`src/design/assert_macros.svh`:
```
// Assertion helpers shared by the RTL; clock and reset are clk / rst_n
`ifndef ASSERT_MACROS_SVH
`define ASSERT_MACROS_SVH

// Condition that holds at every clock edge outside reset
`define ASSERT_ALWAYS(label, expr, msg) \
  label: assert property (@(posedge clk) disable iff (!rst_n) (expr)) else $error(msg);

// Condition in one cycle that implies another in the next cycle
`define ASSERT_NEXT(label, ante, cons, msg) \
  label: assert property (@(posedge clk) disable iff (!rst_n) (ante) |=> (cons)) \
    else $error(msg);

`endif

```
`src/design/sss_pkg.sv`:
```
package sss_pkg;

  // Store size and derived widths
  localparam int CAPACITY = 16;
  localparam int CNT_W    = $clog2(CAPACITY + 1);
  localparam int SWP_W    = (CAPACITY > 1) ? $clog2(CAPACITY) : 1;

  // Operation codes
  localparam logic [1:0] FUNC_INSERT = 2'd0;
  localparam logic [1:0] FUNC_REMOVE = 2'd1;
  localparam logic [1:0] FUNC_QUERY  = 2'd2;

  // Status codes
  localparam logic [1:0] ST_DONE      = 2'd0;
  localparam logic [1:0] ST_NOT_FOUND = 2'd1;
  localparam logic [1:0] ST_FULL      = 2'd2;
  localparam logic [1:0] ST_PRESENT   = 2'd3;

  typedef struct packed {
    logic [1:0]         func;
    logic signed [31:0] value;
  } in_item_t;

  typedef struct packed {
    logic [1:0]         status;
    logic               is_member;
    logic [4:0]         count;
    logic signed [31:0] min_value;
    logic signed [31:0] max_value;
  } out_item_t;

  // Update strobes broadcast to every cell
  typedef struct packed {
    logic ins_en;
    logic rem_en;
  } cell_cmd_t;

  // Running min/max handed from cell to cell toward cell 0
  typedef struct packed {
    logic               valid;
    logic signed [31:0] min_value;
    logic signed [31:0] max_value;
  } carry_t;

  typedef enum logic [1:0] {
    S_IDLE,
    S_EXEC,
    S_SWEEP,
    S_DONE
  } state_t;

endpackage

```
`src/design/sss_cell.sv`:
```
module sss_cell (
  input  logic               clk,
  input  logic               rst_n,
  input  sss_pkg::cell_cmd_t cmd,
  input  logic signed [31:0] key,
  input  logic               prev_valid,
  input  logic               prev_hit,
  input  logic               next_valid,
  input  logic signed [31:0] next_entry,
  input  sss_pkg::carry_t    next_carry,
  output logic               valid,
  output logic signed [31:0] entry,
  output logic               hit,
  output sss_pkg::carry_t    carry
);

  logic               valid_r;
  logic signed [31:0] entry_r;
  sss_pkg::carry_t    carry_r, carry_nxt;
  logic               match;
  logic               first_empty;

  // Match against the key; hit marks this cell or any earlier one matched
  assign match       = valid_r && (entry_r == key);
  assign hit         = prev_hit || match;
  assign first_empty = !valid_r && prev_valid;

  // Entry storage: remove pulls from the right neighbor, insert fills the first hole
  always_ff @(posedge clk) begin
    if (!rst_n) begin
      valid_r <= 1'b0;
    end else if (cmd.rem_en && hit) begin
      valid_r <= next_valid;
    end else if (cmd.ins_en && first_empty) begin
      valid_r <= 1'b1;
    end
  end

  always_ff @(posedge clk) begin
    if (cmd.rem_en && hit) begin
      entry_r <= next_entry;
    end else if (cmd.ins_en && first_empty) begin
      entry_r <= key;
    end
  end

  // Fold own entry into the neighbor's min/max
  always_comb begin
    carry_nxt = next_carry;
    if (valid_r) begin
      carry_nxt.valid = 1'b1;
      if (!next_carry.valid) begin
        carry_nxt.min_value = entry_r;
        carry_nxt.max_value = entry_r;
      end else begin
        if (entry_r < next_carry.min_value) carry_nxt.min_value = entry_r;
        if (entry_r > next_carry.max_value) carry_nxt.max_value = entry_r;
      end
    end
  end

  always_ff @(posedge clk) begin
    if (!rst_n) begin
      carry_r.valid <= 1'b0;
    end else begin
      carry_r.valid <= carry_nxt.valid;
    end
    carry_r.min_value <= carry_nxt.min_value;
    carry_r.max_value <= carry_nxt.max_value;
  end

  assign valid = valid_r;
  assign entry = entry_r;
  assign carry = carry_r;

endmodule

```
`src/design/small_set_store_core.sv`:
```
// Channel | Direction | Handshake            | Beat
// in_     | input     | in_valid / in_ready  | sss_pkg::in_item_t  (func, value)
// out_    | output    | out_valid / out_ready| sss_pkg::out_item_t (status .. max_value)
//
// Each item passes through accept, a lookup/update state (S_EXEC), then a sweep state
// (S_SWEEP) while min/max ripples through the cell chain one cell per cycle, then the
// result beat, plus any output stall.
// One item is in flight at a time; in_ready is low until the result beat is taken.
// Synchronous active-low reset empties the store; entry data is not cleared.
`include "assert_macros.svh"

module small_set_store_core (
  input  logic               clk,
  input  logic               rst_n,
  input  logic               in_valid,
  output logic               in_ready,
  input  sss_pkg::in_item_t  in_data,
  output logic               out_valid,
  input  logic               out_ready,
  output sss_pkg::out_item_t out_data
);

  localparam int CAP = sss_pkg::CAPACITY;

  sss_pkg::state_t          state_r, state_nxt;
  sss_pkg::in_item_t        req_r;
  logic [sss_pkg::SWP_W-1:0] cnt_r;
  logic [sss_pkg::CNT_W-1:0] held_r;
  logic [1:0]               status_r, status_nxt;
  logic                     member_r, member_nxt;
  sss_pkg::cell_cmd_t       cmd;
  logic                     found, full, exec;

  logic [CAP-1:0]           valid_vec;
  logic [CAP:0]             hit_chain;
  logic signed [31:0]       entry_arr [CAP];
  sss_pkg::carry_t          carry_arr [CAP];

  // Cell chain: cell 0 holds the oldest entry, min/max flows toward cell 0
  assign hit_chain[0] = 1'b0;

  for (genvar i = 0; i < CAP; i++) begin : g_cell
    logic               p_valid, n_valid;
    logic signed [31:0] n_entry;
    sss_pkg::carry_t    n_carry;

    if (i == 0) begin : g_first
      assign p_valid = 1'b1;
    end else begin : g_mid
      assign p_valid = valid_vec[i-1];
    end

    if (i == CAP - 1) begin : g_last
      assign n_valid = 1'b0;
      assign n_entry = 32'sd0;
      assign n_carry = '0;
    end else begin : g_next
      assign n_valid = valid_vec[i+1];
      assign n_entry = entry_arr[i+1];
      assign n_carry = carry_arr[i+1];
    end

    sss_cell u_cell (
      .clk        (clk),
      .rst_n      (rst_n),
      .cmd        (cmd),
      .key        (req_r.value),
      .prev_valid (p_valid),
      .prev_hit   (hit_chain[i]),
      .next_valid (n_valid),
      .next_entry (n_entry),
      .next_carry (n_carry),
      .valid      (valid_vec[i]),
      .entry      (entry_arr[i]),
      .hit        (hit_chain[i+1]),
      .carry      (carry_arr[i])
    );
  end

  assign found = hit_chain[CAP];
  assign full  = valid_vec[CAP-1];
  assign exec  = (state_r == sss_pkg::S_EXEC);

  // Operation decode: status, membership afterward and cell strobes
  always_comb begin
    status_nxt = sss_pkg::ST_DONE;
    member_nxt = found;
    cmd        = '0;
    unique case (req_r.func)
      sss_pkg::FUNC_INSERT: begin
        if (found) begin
          status_nxt = sss_pkg::ST_PRESENT;
        end else if (full) begin
          status_nxt = sss_pkg::ST_FULL;
        end else begin
          member_nxt = 1'b1;
          cmd.ins_en = exec;
        end
      end
      sss_pkg::FUNC_REMOVE: begin
        member_nxt = 1'b0;
        if (found) begin
          cmd.rem_en = exec;
        end else begin
          status_nxt = sss_pkg::ST_NOT_FOUND;
        end
      end
      default: begin
        status_nxt = found ? sss_pkg::ST_DONE : sss_pkg::ST_NOT_FOUND;
      end
    endcase
  end

  // Next state
  always_comb begin
    state_nxt = state_r;
    unique case (state_r)
      sss_pkg::S_IDLE:  if (in_valid) state_nxt = sss_pkg::S_EXEC;
      sss_pkg::S_EXEC:  state_nxt = sss_pkg::S_SWEEP;
      sss_pkg::S_SWEEP: if (cnt_r == sss_pkg::SWP_W'(CAP - 1)) state_nxt = sss_pkg::S_DONE;
      sss_pkg::S_DONE:  if (out_ready) state_nxt = sss_pkg::S_IDLE;
      default:          state_nxt = sss_pkg::S_IDLE;
    endcase
  end

  // Handshake outputs
  always_comb begin
    in_ready  = 1'b0;
    out_valid = 1'b0;
    unique case (state_r)
      sss_pkg::S_IDLE: in_ready  = 1'b1;
      sss_pkg::S_DONE: out_valid = 1'b1;
      default: begin
        in_ready  = 1'b0;
        out_valid = 1'b0;
      end
    endcase
  end

  always_ff @(posedge clk) begin
    if (!rst_n) begin
      state_r <= sss_pkg::S_IDLE;
      held_r  <= '0;
      cnt_r   <= '0;
    end else begin
      state_r <= state_nxt;
      if (cmd.ins_en) begin
        held_r <= held_r + sss_pkg::CNT_W'(1);
      end else if (cmd.rem_en) begin
        held_r <= held_r - sss_pkg::CNT_W'(1);
      end
      if (state_r == sss_pkg::S_SWEEP) begin
        cnt_r <= cnt_r + sss_pkg::SWP_W'(1);
      end else begin
        cnt_r <= '0;
      end
    end
  end

  // Request and per-item result registers
  always_ff @(posedge clk) begin
    if (in_valid && in_ready) begin
      req_r <= in_data;
    end
    if (exec) begin
      status_r <= status_nxt;
      member_r <= member_nxt;
    end
  end

  // Result beat; min/max settle in cell 0 by the end of the sweep
  always_comb begin
    out_data.status    = status_r;
    out_data.is_member = member_r;
    out_data.count     = 5'(held_r);
    out_data.min_value = carry_arr[0].valid ? carry_arr[0].min_value : 32'sd0;
    out_data.max_value = carry_arr[0].valid ? carry_arr[0].max_value : 32'sd0;
  end

  // Checks
  `ASSERT_ALWAYS(a_prefix_count, ($countones(valid_vec) == held_r),
                 "cell valid bits disagree with held count")
  `ASSERT_ALWAYS(a_one_in_flight, (!(in_ready && out_valid)),
                 "input taken while a result is pending")
  `ASSERT_NEXT(a_remove_shrinks, (cmd.rem_en),
               (held_r == $past(held_r) - sss_pkg::CNT_W'(1)),
               "remove did not decrement held count")
  `ASSERT_NEXT(a_insert_grows, (cmd.ins_en),
               (held_r == $past(held_r) + sss_pkg::CNT_W'(1)),
               "insert did not increment held count")

endmodule

```
`config.mk`:
```
export PLATFORM = sky130hd
export DESIGN_NAME = small_set_store_core
export DESIGN_NICKNAME = d
export VERILOG_FILES = /design/src/design/sss_pkg.sv /design/src/design/sss_cell.sv /design/src/design/small_set_store_core.sv
export VERILOG_INCLUDE_DIRS = /design/src /design/src/design
export SDC_FILE = /design/constraint.sdc
export NUM_CORES = 2
export LEC_CHECK = 0
export BUFFER_PORTS_ARGS = -buffer_cell sky130_fd_sc_hd__buf_2
export CAP_MARGIN = 25
export CORE_MARGIN = 2
export CORE_UTILIZATION = 64
export CTS_CLUSTER_SIZE = 28
export DETAILED_ROUTE_END_ITERATION = 10
export PLACE_DENSITY = 0.88
export SYNTH_ARGS = -nofsm -noshare
export SYNTH_HDL_FRONTEND = slang
export SYNTH_HIERARCHICAL = 1
export SYNTH_SLANG_ARGS = --single-unit
export TNS_END_PERCENT = 10
```
`constraint.sdc`:
```
create_clock -name clk -period 18.55 [get_ports clk]
set_input_delay 3.71 -clock clk [delete_from_list [all_inputs] [get_ports clk]]
set_output_delay 3.71 -clock clk [all_outputs]
set_load 0.005 [all_outputs]
```
==> results.yml <==
routing:
  ant_nets: 0
  drt_iter0_markers: 7656
  drc_errors: 0
  vias_per_cell: 6.36
  wirelength_um: 294000
  firstDrtPassIters: 9
  vias: 67400
  wl_per_cell_um: 27.7
grt:
  grt_pass1_wl_um: 427000
  grt_max_degree: 65
  grt_pass1_vias: 67200
  grt.total_usage: 0.388
  antenna_found_initial: 27
  overflow: 0
power_and_ir_drop:
  p_switching_mw: 3.08
  clockPowerShare: 0.359
  pwr-share-seq: 0.431
  p_leak_nw: 44.4
  pwr-share-comb: 0.211
  intPower_mw: 7.24
  vdd_drop_max_uv: 97.7
  power_density_nw_per_um2: 101
  p_sw_frac: 0.299
clock_network:
  post_cts_buffers: 0
  cts_buffer_depth: 3
  clockRootBuffer: "clkbuf_16"
  path_clk_slew_ns: 0.06
  cts.htree.levels: 4
  cts_tree: "built"
  clk_latency_ns: 0.84
  cts_hold_buf: 0
  numCtsBuffers: 169
  cts.sinks: 1616
  ctsResizeCount: 0
cells_and_area:
  layout-drive-gt1-share: 0.216
  nFillCells: 9881
  area_growth_pct: 9.34
  final_common_cell: "inv_1"
  multiInputGateArea_um2: 49900
  fin_cells: 10600
  nNetsFinal: 9597
  seq_area_um2: 37800
  final_cell_mix: "inv_1, dfxtp_1, ha_1"
  utilization: 0.707
floorplan:
  num_rows: 139
  start_util: 0.646
  ioPinCount: 112
  die_h_um: 385
  die_w_um: 385
  design.core.area_um2: 144000
  die-area_um2: 148000
setup_path:
  critPathRequiredTime_ns: 19.29
  critPathArrivalTime_ns: 10.39
  crit_slowest_cell: "nor2_4"
  cpPeakStageDelay_ns: 0.64
  rrSetupSlack_ns: 8.90
  crit_fanout: 24
  cp-start-kind: "register"
  crit_path_end_kind: "register"
  path_class: "reg2reg"
  crit_top_cell: "a41o_1"
synthesis:
  ys_async_sr_fraction: 0
  ys_seq_elements: 1616
  ys_seq_area_frac: 0.407
  ys.flop_type: "dfxtp_1"
  synth_edf_count: 549
  yosysWarnings: 6
  synthDistinctLibCells: 71
  synth_cells: 8150
  netlist_area_um2: 93100
  avgSynthCellArea_um2: 11.4
flow_run:
  drv_cap: 0
place:
  place_congestion: 0.976
  dp.cells: 10300
  post-place-ws_ns: 9.25
  io_buffers: 111
  post-dp-hpwl_um: 215000
worst_hold_path:
  hp-class: "reg2reg"
sta:
  finalSetupTns_ns: 0
  fin_ws_ns: 8.90
  fmax_ghz: 0.104
  min_period_ns: 9.65
  max_slew.worst_pin.slew_ns: 1.15
  rsz0062_at_grt: "false"
  min_period_over_period: 0.520
  maxSlewViolCount: 0
  final_hold_viol_count: 0
  clock_skew_ns: 0.0542
  setup_violations: 0
  slew_headroom: 0.234
  whs_ns: 0.457
outcome:
  run_status: "finished, final reports clean"
-- synth_stat cells, types with 41 or more instances --
| cell type | n | area, um2 |
|---|---|---|
| mux2_4 | 377 | 5660 |
| nand2_1 | 344 | 1290 |
| and2_1 | 158 | 988 |
| ha_1 | 1017 | 12700 |
| xnor2_1 | 505 | 4420 |
| mux2_1 | 218 | 2450 |
| o21ai_0 | 135 | 676 |
| edfxtp_1 | 549 | 16500 |
| dfxtp_1 | 1067 | 21400 |
| mux2_2 | 832 | 9370 |
| a21o_1 | 41 | 308 |
| nand3_1 | 131 | 656 |
| nor3_1 | 48 | 240 |
| nand4_1 | 226 | 1410 |
| inv_1 | 1077 | 4040 |
| nor2_1 | 156 | 586 |
| nor2b_1 | 43 | 269 |
| a221o_1 | 102 | 1020 |
| a21oi_1 | 381 | 1910 |
| buf_6 | 87 | 980 |
-- sequential cells by signal, indices dropped and copies added (netlist names) --
| register | cells |
|---|---|
| cnt_r | 4 |
| g_cell.u_cell/carry | 1040 |
| g_cell.u_cell/entry | 512 |
| g_cell.u_cell/valid | 16 |
| held_r | 5 |
| member_r | 1 |
| req_r | 34 |
| state_r | 2 |
| status_r | 2 |
-- critical path: cells and delay by family, from the launching register on --
kind                     cells  cell delay [ns]
buffers and inverters        5             1.21
flip-flops                   1             0.59
AND/OR/NAND/NOR              5             1.46
XOR/XNOR                     1             0.17
multiplexers                 2             0.48
adder cells (fa/ha/maj)      1             0.39
AO/OA/AOI/OAI               17             5.24
-- path summary, 6_finish.rpt --
kind	from	endpoint	depth (start not counted)
min reg2reg	cnt_r[0]$_SDFF_PN0_	cnt_r[0]$_SDFF_PN0_	1
min	cnt_r[0]$_SDFF_PN0_	cnt_r[0]$_SDFF_PN0_	1
max reg2reg	req_r[7]$_DFFE_PP_	held_r[4]$_SDFFE_PN0P_	31
max	req_r[7]$_DFFE_PP_	held_r[4]$_SDFFE_PN0P_	31
-- cells by family (layout without fill, tap and decap cells) --
family                   Yosys count  after routing  share of synthesized area
flip-flops                      1616           1616                      0.407
buffers and inverters           1249           1622                     0.0649
adder cells (fa/ha/maj)         1018           1018                      0.137
other                              2            174                  0.0000807
AND/OR/NAND/NOR                 1287           1287                     0.0736
AO/OA/AOI/OAI                   1003           1003                     0.0779
XOR/XNOR                         518            518                     0.0488
multiplexers                    1457           1457                      0.191
-- power by group through the flow --
stage	Sequential (mW)	Clock, mW	Combinational (mW)
after floorplan	4.42	0	1.37
after global placement	4.50	0	1.97
after detailed placement	4.51	0	2.06
after CTS	4.44	3.71	2.10
after global routing	4.46	3.86	2.31
final	4.45	3.70	2.18
-- layer usage --
| metal | share of wire | vias to the layer above | GRT usage |
|---|---|---|---|
| met3 | 0.12 | 1156 | 0.108 |
| li1 | - | 29700 | - |
| met1 | 0.37 | 32400 | 0.480 |
| met4 | 0.065 | 26 | 0.224 |
| met2 | 0.44 | 4156 | 0.608 |
| met5 | 0.00059 | - | 0 |
-- stage by stage --
stage	power [mW]	cell area [um2]
floorplan	5.79	93700
global placement	6.47	95600
detailed placement	6.57	95600
CTS	10.2	102000
global route	10.6	102000
finish	10.3	102000
-- cell type report --
class                   instances  area share
diodes                          7    0.000172
clock buffers                 230      0.0494
clock inverters                88      0.0106
inverters                    1080      0.0398
multi-input cells            5450       0.491
flip-flops and latches       1616       0.372
well taps                    1903      0.0234
repair buffers                224      0.0139
Note: power is estimated with default switching activity, not from simulation.
